`config.mk`:
```
export PLATFORM = sky130hd
export DESIGN_NAME = control_line_splitter
export DESIGN_NICKNAME = d
export VERILOG_FILES = /design/src/hw/rtl/cls_pkg.sv /design/src/hw/rtl/cls_window.sv /design/src/hw/rtl/cls_classify.sv /design/src/hw/rtl/cls_out_reg.sv /design/src/hw/rtl/control_line_splitter.sv
export VERILOG_INCLUDE_DIRS = /design/src /design/src/hw/rtl
export SDC_FILE = /design/constraint.sdc
export NUM_CORES = 1
export LEC_CHECK = 0
export ABC_AREA = 1
export BUFFER_PORTS_ARGS = -buffer_cell sky130_fd_sc_hd__buf_2
export CAP_MARGIN = 15
export CELL_PAD_IN_SITES_DETAIL_PLACEMENT = 1
export CELL_PAD_IN_SITES_GLOBAL_PLACEMENT = 1
export CORE_ASPECT_RATIO = 0.75
export CORE_MARGIN = 3
export CORE_UTILIZATION = 47
export DETAILED_ROUTE_END_ITERATION = 12
export PLACE_DENSITY_LB_ADDON = 0.1
export SLEW_MARGIN = 5
export SYNTH_ARGS = -nofsm -noshare
export SYNTH_HDL_FRONTEND = slang
export SYNTH_SLANG_ARGS = --single-unit
export TNS_END_PERCENT = 50
```
`constraint.sdc`:
```
create_clock -name clk -period 3.9 [get_ports clk]
set_input_delay 0.78 -clock clk [delete_from_list [all_inputs] [get_ports clk]]
set_output_delay 0.78 -clock clk [all_outputs]
set_load 0.05 [all_outputs]
```
`src/hw/rtl/control_line_splitter_assert.svh`:
```
// ----------------------------------------------------------------------------
// Assertion macros for the control line splitter
// Shorthands for clocked implication checks that are disabled during reset.
// ----------------------------------------------------------------------------
`ifndef CONTROL_LINE_SPLITTER_ASSERT_SVH
`define CONTROL_LINE_SPLITTER_ASSERT_SVH

// The consequent must hold in the same cycle as the antecedent.
`define CLS_ASSERT_NOW(lbl, ante, cons, msg) \
	lbl: assert property (@(posedge clk) disable iff (!arst_n) (ante) |-> (cons)) \
		else $error(msg);

// The consequent must hold in the cycle after the antecedent.
`define CLS_ASSERT_NEXT(lbl, ante, cons, msg) \
	lbl: assert property (@(posedge clk) disable iff (!arst_n) (ante) |=> (cons)) \
		else $error(msg);

`endif

```
`src/hw/rtl/cls_pkg.sv`:
```
// ----------------------------------------------------------------------------
// cls_pkg
// Types and constants shared by the control line splitter modules.
// ----------------------------------------------------------------------------
package cls_pkg;

	localparam int WIN_DEPTH = 7;
	localparam int FILL_W    = 3;

	localparam logic [7:0] CHAR_CTL = 8'h01;
	localparam logic [7:0] CHAR_CR  = 8'h0D;
	localparam logic [7:0] CHAR_LF  = 8'h0A;

	localparam logic [8*WIN_DEPTH-1:0] SEEN_BY = "SEEN-BY";

	localparam logic [FILL_W-1:0] FILL_FULL = FILL_W'(WIN_DEPTH);
	localparam logic [FILL_W-1:0] FILL_LAST = FILL_W'(WIN_DEPTH - 1);

	typedef struct packed {
		logic push;
		logic pop;
	} cls_win_cmd_t;

	typedef struct packed {
		logic [7:0]        head;
		logic [FILL_W-1:0] fill;
		logic              six_match;
		logic              tail_y;
	} cls_win_stat_t;

	typedef struct packed {
		logic       emit;
		logic       consume;
		logic [7:0] data;
		logic       to_ctl;
		logic       nxt_ctl;
		logic       nxt_start;
	} cls_step_t;

	typedef struct packed {
		logic [7:0] data;
		logic       to_ctl;
		logic       endm;
	} cls_res_t;

endpackage

```
`src/hw/rtl/cls_window.sv`:
```
// ----------------------------------------------------------------------------
// cls_window
// Seven-byte lookahead window with fill count and pattern compare.
// ----------------------------------------------------------------------------
module cls_window
	import cls_pkg::*;
(
	input  logic          clk,
	input  logic          arst_n,
	input  cls_win_cmd_t  cmd,
	input  logic [7:0]    data,
	output cls_win_stat_t stat
);

	logic [7:0]        win_q [WIN_DEPTH];
	logic [FILL_W-1:0] fill_q;
	logic [FILL_W-1:0] wr_idx;
	logic              six_eq;

	assign wr_idx = cmd.pop ? fill_q - FILL_W'(1) : fill_q;

	always_ff @(posedge clk) begin
		if (cmd.pop) begin
			for (int i = 0; i < WIN_DEPTH - 1; i++) begin
				win_q[i] <= win_q[i+1];
			end
		end
		if (cmd.push) begin
			win_q[wr_idx] <= data;
		end
	end

	always_ff @(posedge clk or negedge arst_n) begin
		if (!arst_n) begin
			fill_q <= '0;
		end else if (cmd.push && !cmd.pop) begin
			fill_q <= fill_q + FILL_W'(1);
		end else if (cmd.pop && !cmd.push) begin
			fill_q <= fill_q - FILL_W'(1);
		end
	end

	always_comb begin
		six_eq = 1'b1;
		for (int i = 0; i < WIN_DEPTH - 1; i++) begin
			if (win_q[i] != SEEN_BY[8*(WIN_DEPTH-1-i) +: 8]) begin
				six_eq = 1'b0;
			end
		end
	end

	assign stat.head      = win_q[0];
	assign stat.fill      = fill_q;
	assign stat.six_match = six_eq;
	assign stat.tail_y    = (win_q[WIN_DEPTH-1] == SEEN_BY[7:0]);

endmodule

```
`src/hw/rtl/cls_classify.sv`:
```
// ----------------------------------------------------------------------------
// cls_classify
// Decides what the oldest window byte yields and how the line state moves.
// ----------------------------------------------------------------------------
module cls_classify
	import cls_pkg::*;
(
	input  logic       [7:0] head,
	input  logic             match,
	input  logic             at_start,
	input  logic             in_ctl,
	input  logic             keep,
	output cls_step_t        step
);

	logic eol;
	logic pfx;
	logic ctl;

	assign eol = (head == CHAR_CR) || (head == CHAR_LF);
	assign pfx = at_start && (head != CHAR_CTL) && match && keep;
	assign ctl = in_ctl || (at_start && ((head == CHAR_CTL) || match));

	// The inserted 0x01 is a step of its own that leaves the head in place.
	always_comb begin
		if (pfx) begin
			step.emit      = 1'b1;
			step.consume   = 1'b0;
			step.data      = CHAR_CTL;
			step.to_ctl    = 1'b1;
			step.nxt_ctl   = 1'b1;
			step.nxt_start = 1'b0;
		end else begin
			step.emit      = ctl ? (!eol && keep) : 1'b1;
			step.consume   = 1'b1;
			step.data      = head;
			step.to_ctl    = ctl;
			step.nxt_ctl   = ctl && !eol;
			step.nxt_start = eol;
		end
	end

endmodule

```
`src/hw/rtl/cls_out_reg.sv`:
```
// ----------------------------------------------------------------------------
// cls_out_reg
// Result register that holds one result until its transfer completes.
// ----------------------------------------------------------------------------
module cls_out_reg
	import cls_pkg::*;
(
	input  logic     clk,
	input  logic     arst_n,
	input  logic     load,
	input  cls_res_t res,
	input  logic     out_stall,
	output logic     out_valid,
	output cls_res_t out_res,
	output logic     slot_free
);

	logic     valid_q;
	cls_res_t res_q;

	assign slot_free = !valid_q || !out_stall;
	assign out_valid = valid_q;
	assign out_res   = res_q;

	always_ff @(posedge clk or negedge arst_n) begin
		if (!arst_n) begin
			valid_q <= 1'b0;
		end else if (load) begin
			valid_q <= 1'b1;
		end else if (!out_stall) begin
			valid_q <= 1'b0;
		end
	end

	always_ff @(posedge clk) begin
		if (load) begin
			res_q <= res;
		end
	end

endmodule

```
`src/hw/rtl/control_line_splitter.sv`:
```
// ----------------------------------------------------------------------------
// control_line_splitter
// Throughput is one byte per cycle while the output does not stall; a SEEN-BY
// line start with keep_control set takes a step of its own for the inserted 0x01.
// A byte's result enters the result register no sooner than six later bytes
// have arrived, unless its message ends first. The last byte of a message
// blocks input while the window drains, any inserted 0x01 is emitted and the
// end marker is sent, and longer while the output stalls. Asynchronous reset
// empties the window, clears the output and sets keep_control to 1.
// ----------------------------------------------------------------------------
`include "control_line_splitter_assert.svh"

module control_line_splitter
	import cls_pkg::*;
(
	input  logic       clk,
	input  logic       arst_n,
	input  logic       in_valid,
	output logic       in_stall,
	input  logic [7:0] data_byte,
	input  logic       last_byte,
	output logic       out_valid,
	input  logic       out_stall,
	output logic [7:0] out_byte,
	output logic       to_control,
	output logic       end_marker,
	input  logic       cfg_valid,
	output logic       cfg_ready,
	input  logic       keep_control
);

	logic          keep_q;
	logic          in_ctl_q;
	logic          at_start_q;
	logic          drain_q;

	cls_win_cmd_t  win_cmd;
	cls_win_stat_t win_stat;
	cls_step_t     step;
	cls_res_t      res;
	cls_res_t      out_res;

	logic          slot_free;
	logic          in_ok;
	logic          acc;
	logic          fill_full;
	logic          fill_last;
	logic          step_in;
	logic          step_req;
	logic          step_go;
	logic          end_go;
	logic          match;
	logic          load;

	assign fill_full = (win_stat.fill == FILL_FULL);
	assign fill_last = (win_stat.fill == FILL_LAST);

	assign in_ok    = !drain_q && !fill_full && (!fill_last || slot_free);
	assign in_stall = !in_ok;
	assign acc      = in_valid && in_ok;

	assign step_in  = acc && !last_byte && fill_last;
	assign step_req = step_in || (!drain_q && fill_full) ||
	                  (drain_q && (win_stat.fill != '0));

	assign match = win_stat.six_match &&
	               (step_in ? (data_byte == SEEN_BY[7:0]) : (fill_full && win_stat.tail_y));

	cls_classify u_classify (
		.head     (win_stat.head),
		.match    (match),
		.at_start (at_start_q),
		.in_ctl   (in_ctl_q),
		.keep     (keep_q),
		.step     (step)
	);

	assign step_go = step_req && (!step.emit || slot_free);
	assign end_go  = drain_q && (win_stat.fill == '0) && slot_free;

	assign win_cmd.push = acc;
	assign win_cmd.pop  = step_go && step.consume;

	cls_window u_window (
		.clk    (clk),
		.arst_n (arst_n),
		.cmd    (win_cmd),
		.data   (data_byte),
		.stat   (win_stat)
	);

	assign load = (step_go && step.emit) || end_go;

	always_comb begin
		if (end_go) begin
			res.data   = '0;
			res.to_ctl = 1'b0;
			res.endm   = 1'b1;
		end else begin
			res.data   = step.data;
			res.to_ctl = step.to_ctl;
			res.endm   = 1'b0;
		end
	end

	cls_out_reg u_out_reg (
		.clk       (clk),
		.arst_n    (arst_n),
		.load      (load),
		.res       (res),
		.out_stall (out_stall),
		.out_valid (out_valid),
		.out_res   (out_res),
		.slot_free (slot_free)
	);

	assign out_byte   = out_res.data;
	assign to_control = out_res.to_ctl;
	assign end_marker = out_res.endm;

	assign cfg_ready = 1'b1;

	always_ff @(posedge clk or negedge arst_n) begin
		if (!arst_n) begin
			keep_q <= 1'b1;
		end else if (cfg_valid && cfg_ready) begin
			keep_q <= keep_control;
		end
	end

	always_ff @(posedge clk or negedge arst_n) begin
		if (!arst_n) begin
			in_ctl_q   <= 1'b0;
			at_start_q <= 1'b1;
			drain_q    <= 1'b0;
		end else begin
			if (step_go) begin
				in_ctl_q   <= step.nxt_ctl;
				at_start_q <= step.nxt_start;
			end
			if (end_go) begin
				in_ctl_q   <= 1'b0;
				at_start_q <= 1'b1;
				drain_q    <= 1'b0;
			end
			if (acc && last_byte) begin
				drain_q <= 1'b1;
			end
		end
	end

	`CLS_ASSERT_NOW(a_full_after_prefix, fill_full && !drain_q, !at_start_q && in_ctl_q, "full window")
	`CLS_ASSERT_NEXT(a_last_starts_drain, acc && last_byte, drain_q && in_stall, "no drain")
	`CLS_ASSERT_NEXT(a_end_closes_drain, end_go, !drain_q && at_start_q && !in_ctl_q && end_marker, "bad end")

endmodule

```
# --- Word level (Yosys, flattened, before mapping) ---
# Memories as Yosys holds them, arrays and structs flattened.
# Cells that the tools add are included.
# W data, S select, Z words.
op_classes:
  addsub: 2
  n_eq_ne: 15
  mux: 25
  reduce_logical: 49
op_table:
  columns: ["cell", "count"]
  rows:
  - ["$ne A8 B7 Y1 const B", 5]
  - ["$logic_and A1 B1 Y1", 23]
  - ["$mux W1", 21]
  - ["$eq A8 B4 Y1 const B", 2]
  - ["$eq A8 B7 Y1 const B", 2]
  - ["$mux W13", 1]
  - ["$logic_not A1 Y1", 11]
  - ["$logic_or A1 B1 Y1", 9]
  - ["$mux W3", 3]
  - ["$eq A8 B1 Y1 const B", 1]
  - ["$ne A8 B1 Y1 const B", 1]
  - ["$ne A8 B6 Y1 const B", 1]
  - ["$eq A3 B3 Y1 const B", 2]
  - ["$reduce_bool A2 Y1", 3]
  - ["$add A3 B1 Y3 const B", 1]
  - ["$logic_not A3 Y1", 1]
  - ["$reduce_bool A3 Y1", 1]
  - ["$sub A3 B1 Y3 const B", 1]
  - ["$ne A2 B1 Y1 const B", 1]
  - ["$reduce_or A2 Y1", 1]
totals:
  ff_bits: 18
  ramBits: 56
  elab_cells: 102
  mem_count: 1
mem_list:
  columns: ["name", "words", "word_bits", "rd", "rd_ports_with_merged_regs", "write_ports", "line", "text"]
  rows:
  - ["u_window.win_q", 7, 8, 7, 0, 7, "cls_window.sv:15", "logic [7:0] win_q [WIN_DEPTH];"]

# --- Longest topological paths before layout ---
# Gate-level depths: netlist of run 1.
logic_depth:
  depth_word: 21
  mapped_depth: 21
  mapped_depth_nobuf: 20

# --- Cells and area by module ---
# Synthesis of run 1 repeated with hierarchy kept, for this count alone.
hier_totals:
  hier_cells: 455
  area_unflattened_um2: 4090.2
modules_own_cells:
  columns: ["mod", "instances", "cells_each", "area_per_inst_um2", "seq_area_each_um2"]
  rows:
  - ["cls_window", 1, 327, 3113.0, 1756.7]
  - ["control_line_splitter", 1, 67, 401.6, 102.6]
  - ["cls_out_reg", 1, 14, 341.6, 325.3]
  - ["cls_classify", 1, 47, 234.0, 0.0]

# --- Least setup slack after synthesis of run 1 ---
# No wires, ideal clock.
synth_path:
  path_type: "reg-to-reg"
  startpoint: "register u_window.fill_q[0]"
  endpoint: "memory u_window.win_q[6][0] (enable)"
  setup_time_ps: 370
  arrival_time_ps: 2663
  required_ps: 3530
  slack_ps: 867
  path_stages_with_launch: 21
  path_buffers: 1
  path_cell_list: "dfrtp_1 > ha_1 > ha_1 > inv_1 > nand2_1 > inv_1 > nand4_2 > nand2_1 > nand4_1 > nand2_1 > nand2_1 > nand2_2 > nand2_4 > nand2_8 > nand3_4 > nand2_1 > nand2_1 > nor2_4 > buf_4 > nand2_1 > nor2_1"
synth_rtl:
  columns: ["item", "line", "text"]
  rows:
  - ["from (decl)", "cls_window.sv:16", "logic [FILL_W-1:0] fill_q;"]
  - ["from (signal assigned)", "cls_window.sv:37", "fill_q <= fill_q + FILL_W'(1);"]
  - ["from (signal assigned)", "cls_window.sv:39", "fill_q <= fill_q - FILL_W'(1);"]
  - ["to (decl)", "cls_window.sv:15", null]

==> results of run 1 <==
==> state kept, by name, summed over array words and instances (netlist names) <==
| signal | flops |
|---|---|
| keep_q | 1 |
| u_out_reg.out_res | 10 |
| u_out_reg.out_valid | 1 |
| u_window.fill_q | 3 |
| u_window.win_q | 56 |
| at_start_q | 1 |
| drain_q | 1 |
| in_ctl_q | 1 |
==> through the flow <==
| step | cells | worst slack, ps | power, mW | util |
|---|---|---|---|---|
| floorplan | 416 | 867 | 3.24 | - |
| global placement | 542 | 490 | 3.59 | 0.515 |
| detailed placement | 542 | 379 | 3.70 | 0.515 |
| CTS | 558 | 352 | 4.35 | 0.541 |
| global route | 558 | 63.9 | 4.61 | 0.541 |
| finish | 558 | 352 | 4.32 | 0.541 |
==> final cells by class <==
| cell class | instances | area share |
|---|---|---|
| timing repair buffer | 31 | 0.0386 |
| sequential | 74 | 0.503 |
| tap | 105 | 0.0303 |
| inverter | 37 | 0.0320 |
| clock buffer | 9 | 0.0285 |
| multi-input combinational | 295 | 0.348 |
| clock inverter | 7 | 0.0196 |
==> per-layer routing <==
metal,up-vias,part of all wire,GRT usage
li1,1446,-,-
met1,1449,0.47,0.306
met2,56,0.48,0.346
met3,5,0.045,0.0428
met4,0,0.0071,0.0564
met5,-,0,0
==> Yosys cell counts (all sizes together) <==
cell type	count	area (um2)
a21oi	1	5.00
a22oi	1	7.51
buf	10	95.1
conb	1	3.75
dfrtp	6	150
dfstp	2	52.6
edfxtp	66	1980
ha	6	75.1
inv	37	139
mux2	1	11.3
nand2	156	674
nand3	64	333
nand3b	1	7.51
nand4	12	81.3
nor2	39	220
nor3	4	31.3
o211ai	1	7.51
o21ai	3	15.0
or2	2	12.5
xnor2	2	17.5
xor2	1	8.76
==> logic make-up (layout without fill, tap and decap cells) <==
family                   Yosys count  in the layout
XOR/XNOR                           3              3
other                              1              1
AND/OR/NAND/NOR                  278            278
flip-flops                        74             74
buffers and inverters             47             84
adder cells (fa/ha/maj)            6              6
multiplexers                       1              1
AO/OA/AOI/OAI                      6              6
==> final timing paths <==
check	from	endpoint	slack, ps
max in group asynchronous	arst_n	keep_q	3380
worst max register to register	u_window.fill_q[0]	u_window.win_q[1][6]	350
worst min-delay path	arst_n	drain_q	260
min in group clk	in_ctl_q	in_ctl_q	530
worst min register to register	in_ctl_q	in_ctl_q	530
worst max-delay path	u_window.fill_q[0]	u_window.win_q[1][6]	350
==> power by group <==
part	internal, mW	switching [mW]
clock network	0.309	0.326
logic	0.526	1.47
registers	1.47	0.224
==> impl_metrics.ini, run 1 <==
[sta]
maxSlewHeadroom = 0.667
setup_viol = 0
fin_crit_ps = 3550
fmax_mhz = 282
max_slew.worst_pin.slew_ps = 499
clock-skew-final_ps = 12.8
fin_setup_tns_ps = 0
hold_slack_ps = 262
drv_slew = 0
fin_crit_sh = 0.910
rsz0062_at_grt = no
final_hold_viol_count = 0

[clock_network]
clock-sinks = 74
clk_pin_slew_ps = 90
clk_path_buf_depth = 2
tritoncts = built
cts_buffers = 9
cts_root_buf = clkbuf_8
cts_setup_buffers = 0
cts_hold_buf = 0
insertion_delay_ps = 350
htreeDepth = 3
post_cts_resized = 0

[critical_path]
reg2regPathDepth = 19
crit_fanout = 13
crit_family = simple AND/OR/NAND/NOR gates
cp_slowest_cell = dfrtp_1
arrival_ps = 3570
crit_path_start_kind = flop
crit_cells = 19
worstSetupEndpointType = flop
max_stage_delay_ps = 460
crit_chain = ha_1 > ha_1 > inv_1 > nand2_1 > inv_1 > nand4_2 > nand2_1 > nand4_1 > nand2_1 > nand2_1 > nand2_2 > nand2_4 > nand2_8 > nand3_4 > nand2_1 > nand2_2 > nor2_4 > nand2_2 > nand2_1
critPathRequiredTime_ps = 3930
path_common_cell = nand2_1
worst-path-buf-inv = 2
path_class = reg -> reg

[yosys]
ys_warn_count = 0
synth_top_family_by_area = simple AND/OR/NAND/NOR gates
synth.avg_cell_area_um2 = 9.45
seq_area_frac_synth = 0.556
syn_area_um2 = 3930
ys_ff_latch = 74
yosys.area_share.adder = 0.0191
synth_xor_area_frac = 0.00669
synth_compound_area_frac = 0.00891
synthCells = 416
syn_nets = 437
yosysUniqueCellTypes = 34
synthSimpleGateAreaFrac = 0.346
synthMuxAreaShare = 0.00287

[power]
p_leak_nw = 1.97
power_per_cell_area_nw_per_um2 = 996
peakVddDrop_mv = 0.434

[place]
place_area_um2 = 4130
gp_congestion = 0.845
dp_hpwl_um = 7400
portBuffers = 26

[floorplan]
die_area_um2 = 9510
rows = 28
core_region_area_um2 = 8020
start_util = 0.490
fp.dieH_um = 85.2
die_w_um = 112
ioPinCount = 28

[global_routing]
grt_pass1_wl_um = 15700
grt-ovfl-total = 0
grt_usage = 0.216
grt_pass1_vias = 3039
grt_max_degree = 21
grt_antenna_before_repair = 0

[finish]
mostFrequentLayoutCells = 136 x nand2_1, 66 x edfxtp_1, 63 x nand3_1
final_common_cell = nand2_1
drive_gt1_frac = 0.181
finalInstanceArea_um2 = 4340
num_antenna_cells = 0
area_growth_pct = 10.5
fill_cells = 945
seqCellArea_um2 = 2180
final_nets = 469
multi_input_area_um2 = 1510

[detailed_routing]
via_per_inst = 5.30
vias = 2956
wirelength_um = 9930
drt_iter0_markers = 141
route.detailed.drc = 0
wire_per_inst_um = 17.8
drt-pass1-iter-count = 4
ant_nets = 0

[min_path]
holdCritPathClass = in -> async

[job]
maxCapViolations = 0

[status]
status = complete, no violations
Note: power is estimated with default switching activity, not from simulation.
==> run 2, diff against run 1 <==
==> constraint.sdc (replaced) <==
create_clock -name clk -period 3.9 [get_ports clk]
set_input_delay 0.39 -clock clk [delete_from_list [all_inputs] [get_ports clk]]
set_output_delay 0.39 -clock clk [all_outputs]
set_load 0.05 [all_outputs]
==> impl_metrics.ini, run 2 (synthesized netlist as in run 1, its figures left out) <==
[status]
status = complete, no violations

[critical_path]
worst-path-buf-inv = 1
worstSetupEndpointType = flop
max_stage_delay_ps = 430
path_common_cell = nand2_1
critPathRequiredTime_ps = 3930
arrival_ps = 3630
crit_path_start_kind = flop
crit_fanout = 18
crit_chain = ha_1 > ha_1 > inv_1 > nand2_1 > nor3_4 > nand3_1 > nand4_1 > or2_1 > nand3_4 > nand2_1 > nand2_2 > nor2_4 > nand2_2 > nand2_1
crit_family = simple AND/OR/NAND/NOR gates
cp_slowest_cell = dfrtp_1
path_class = reg -> reg

[clock_network]
htreeDepth = 3
clk_pin_slew_ps = 80
cts_root_buf = clkbuf_8
insertion_delay_ps = 350
post_cts_resized = 0
tritoncts = built
cts_buffers = 9
clk_path_buf_depth = 2
clock-sinks = 74
cts_setup_buffers = 0

[sta]
fin_crit_ps = 3600
setup_viol = 0
drv_slew = 0
fin_crit_sh = 0.924
maxSlewHeadroom = 0.665
clock-skew-final_ps = 13.9
rsz0062_at_grt = no
fmax_mhz = 278
setup_slack_ps = 298
final_hold_viol_count = 0
fin_setup_tns_ps = 0
max_slew.worst_pin.slew_ps = 501

[detailed_routing]
drt-pass1-iter-count = 4
vias = 2951
wire_per_inst_um = 17.2
drt_iter0_markers = 196
ant_nets = 0
via_per_inst = 5.30
wirelength_um = 9590
route.detailed.drc = 0

[floorplan]
die_area_um2 = 9510
rows = 28
fp.dieH_um = 85.2
ioPinCount = 28
core_region_area_um2 = 8020
die_w_um = 112
start_util = 0.490

[place]
dp_hpwl_um = 7230
gp_congestion = 0.835
place_ws_ps = 307
portBuffers = 26
place_inst = 540

[finish]
final_nets = 468
mostFrequentLayoutCells = 136 x nand2_1, 66 x edfxtp_1, 63 x nand3_1
final_common_cell = nand2_1
area_growth_pct = 10.8
largest_reg_flops = 56
final_cells = 557
drive_gt1_frac = 0.175
num_antenna_cells = 0
max_flop_register = u_window.win_q

[job]
maxCapViolations = 0

[min_path]
holdCritPathClass = in -> reg

[global_routing]
grt_usage = 0.214
grt_max_degree = 28
grt_antenna_before_repair = 0
grt_pass1_wl_um = 15800
grt_pass1_vias = 3065
grt-ovfl-total = 0

[power]
p_leak_nw = 1.97
peakVddDrop_mv = 0.450
power_per_cell_area_nw_per_um2 = 994
-- run 2: path summary, 6_finish.rpt --
kind	from	slack, ps	cells after the start	end
setup reg to reg	u_window.fill_q[0]	300	14	u_window.win_q[1][1]
max in group asynchronous	arst_n	3230	2	at_start_q
min in group asynchronous	arst_n	410	2	u_window.fill_q[0]
hold reg to reg	u_window.win_q[3][7]	540	2	u_window.win_q[2][7]
hold / removal	keep_control	270	2	keep_q
setup / recovery	u_window.fill_q[0]	300	14	u_window.win_q[1][1]
-- run 2: metrics by stage --
stage / utilization / area (um2) / total power [mW] / hold WS [ps]
finish: 0.543 / 4350 / 4.33 / 273
global route: 0.543 / 4350 / 4.63 / 266
CTS: 0.543 / 4350 / 4.36 / 257
detailed placement: 0.513 / 4120 / 3.67 / 249
global placement: 0.513 / 4120 / 3.57 / 251
floorplan: - / 3930 / 3.24 / 94.4
-- run 2: final cells by class --
cell class              count  area, um2
well taps                 105        131
multi-input cells         295       1510
clock buffers               9        124
flip-flops and latches     74       2180
fillers                   948       3670
repair buffers             30        163
inverters                  37        139
clock inverters             7        101
-- run 2: what timing repair did --
item,in CTS,in global routing
hold buffers,1,0
endpoints found under the hold margin,6,0
endpoints found under the setup margin,0,0
-- run 2: per-layer routing --
layer	vias up	part of all wire	wire length, um	GRT usage
met2	54	0.47	4490	0.348
met1	1442	0.48	4580	0.291
met5	-	0	0	0
met4	0	0.011	102	0.0508
met3	8	0.044	419	0.0556
li1	1447	-	-	-
-- run 2: report_power, final --
group | internal (mW) | total, mW | switching (mW) | leakage [nW]
clock | 0.367 | 0.679 | 0.312 | 0.113
combinational | 0.507 | 1.95 | 1.45 | 1.13
sequential | 1.47 | 1.69 | 0.221 | 0.729
total | 2.35 | 4.33 | 1.98 | 1.97
==> run 3, diff against run 2 <==
CTS_CLUSTER_DIAMETER = 80   (was default)
PLACE_DENSITY = 0.86   (was default)
PLACE_DENSITY_LB_ADDON = default   (was 0.1)
==> impl_metrics.ini, run 3 (synthesized netlist as in run 1, its figures left out) <==
[status]
status = complete, no violations

[finish]
max_flop_register = u_window.win_q
mostFrequentLayoutCells = 134 x nand2_1, 66 x edfxtp_1, 63 x nand3_1
final_nets = 467
num_antenna_cells = 0
drive_gt1_frac = 0.177
largest_reg_flops = 56
area_growth_pct = 10.7
final_common_cell = nand2_1

[critical_path]
reg2regPathDepth = 19
crit_chain = ha_1 > ha_1 > inv_1 > nand2_1 > inv_1 > nand4_2 > nand2_1 > nand4_1 > nand2_1 > nand2_1 > nand2_2 > nand2_4 > nand2_8 > nand3_4 > nand2_1 > nand2_1 > nor2_4 > nand2_2 > nand2_1
reg2reg_to = u_window.win_q[2][4]
crit_family = simple AND/OR/NAND/NOR gates
worst-path-buf-inv = 2
critPathCapture = u_window.win_q[2][4]
path_class = reg -> reg
arrival_ps = 3680
cp_slowest_cell = dfrtp_1
crit_cells = 19
worstSetupEndpointType = flop
critPathRequiredTime_ps = 3920
crit_fanout = 19
r2r-start = u_window.fill_q[0]
crit_path_start_kind = flop
path_common_cell = nand2_1
cp-startpoint = u_window.fill_q[0]
reg2reg_slack_ps = 240
max_stage_delay_ps = 480

[detailed_routing]
wirelength_um = 9730
route.detailed.drc = 0
via_per_inst = 5.43
drt_iter0_markers = 204
vias = 3020
wire_per_inst_um = 17.5
ant_nets = 0
drt-pass1-iter-count = 5

[floorplan]
ioPinCount = 28
rows = 28
die_area_um2 = 9510
core_region_area_um2 = 8020
die_w_um = 112
start_util = 0.490
fp.dieH_um = 85.2

[global_routing]
grt-ovfl-total = 0
grt_max_degree = 28
grt_pass1_vias = 3165
grt_antenna_before_repair = 0
grt_pass1_wl_um = 16200
grt_usage = 0.218

[sta]
final_hold_viol_count = 0
fmax_mhz = 273
setup_viol = 0
hold_slack_ps = 275
fin_crit_sh = 0.939
fin_crit_ps = 3660
rsz0062_at_grt = yes
drv_slew = 0
clock-skew-final_ps = 10.2

[power]
power_per_cell_area_nw_per_um2 = 998
finalPower_mw = 4.34
peakVddDrop_mv = 0.450
p_leak_nw = 1.96

[clock_network]
htreeDepth = 3
cts_root_buf = clkbuf_8
clock-sinks = 74
cts_buffers = 9
clk_path_buf_depth = 2
clk_pin_slew_ps = 80
cts_setup_buffers = 0
insertion_delay_ps = 360
tritoncts = built

[job]
maxCapViolations = 0

[place]
portBuffers = 26
dp_hpwl_um = 7140
gp_congestion = 0.813

[min_path]
holdCritPathClass = in -> reg
-- run 3: changes by cell type in the layout (fill, tap and decap cells not counted) --
cell and delta:
nand2_1 -2, nand2_2 +2, buf_4 -1, clkinv_4 -1
clkinvlp_4 +1
-- run 3: power breakdown --
part	internal [mW]	leakage [nW]	switching, mW
logic	0.505	1.13	1.45
registers	1.47	0.729	0.237
clock network	0.366	0.109	0.310
total	2.34	1.96	2.00
-- run 3: routing by layer --
| metal | routed length (um) | part of all wire | track usage | up-vias |
|---|---|---|---|---|
| met1 | 4390 | 0.45 | 0.289 | 1479 |
| met4 | 174 | 0.018 | 0.0707 | 0 |
| met2 | 4660 | 0.48 | 0.361 | 83 |
| met5 | 0 | 0 | 0 | - |
| li1 | - | - | - | 1442 |
| met3 | 509 | 0.052 | 0.0478 | 16 |
-- run 3: worst min path at each step --
stage	startpoint	endpoint	slack [ps]	cells past startpoint
after global routing	keep_control	keep_q	260	2
final	keep_control	keep_q	270	2
after global placement	arst_n	drain_q	250	1
after detailed placement	arst_n	drain_q	250	1
after CTS	keep_control	keep_q	260	2
after floorplan	arst_n	drain_q	90	0
-- run 3: area by class of cell --
class                   count  area (um2)
multi-input cells         295        1520
repair buffers             29         155
flip-flops and latches     74        2180
fillers                   926        3670
well taps                 105         131
clock buffers               9         124
clock inverters             7         100
inverters                  37         139
-- run 3: timing repair --
action	CTS	global route
hold buffers	1	0
setup endpoints to repair	0	32
resized for setup	0	2
endpoints found under the hold margin	6	0
-- run 3: metrics by stage --
stage	instance area, um2	instances	util	setup WS (ps)	setup TNS (ps)
6_report	4350	556	0.542	238	0
5_1_grt	4350	556	0.542	-57.0	-878
4_1_cts	4350	556	0.542	208	0
3_5_place_dp	4110	539	0.512	223	0
3_3_place_gp	4110	539	0.512	533	0
2_1_floorplan	3930	416	-	867	0
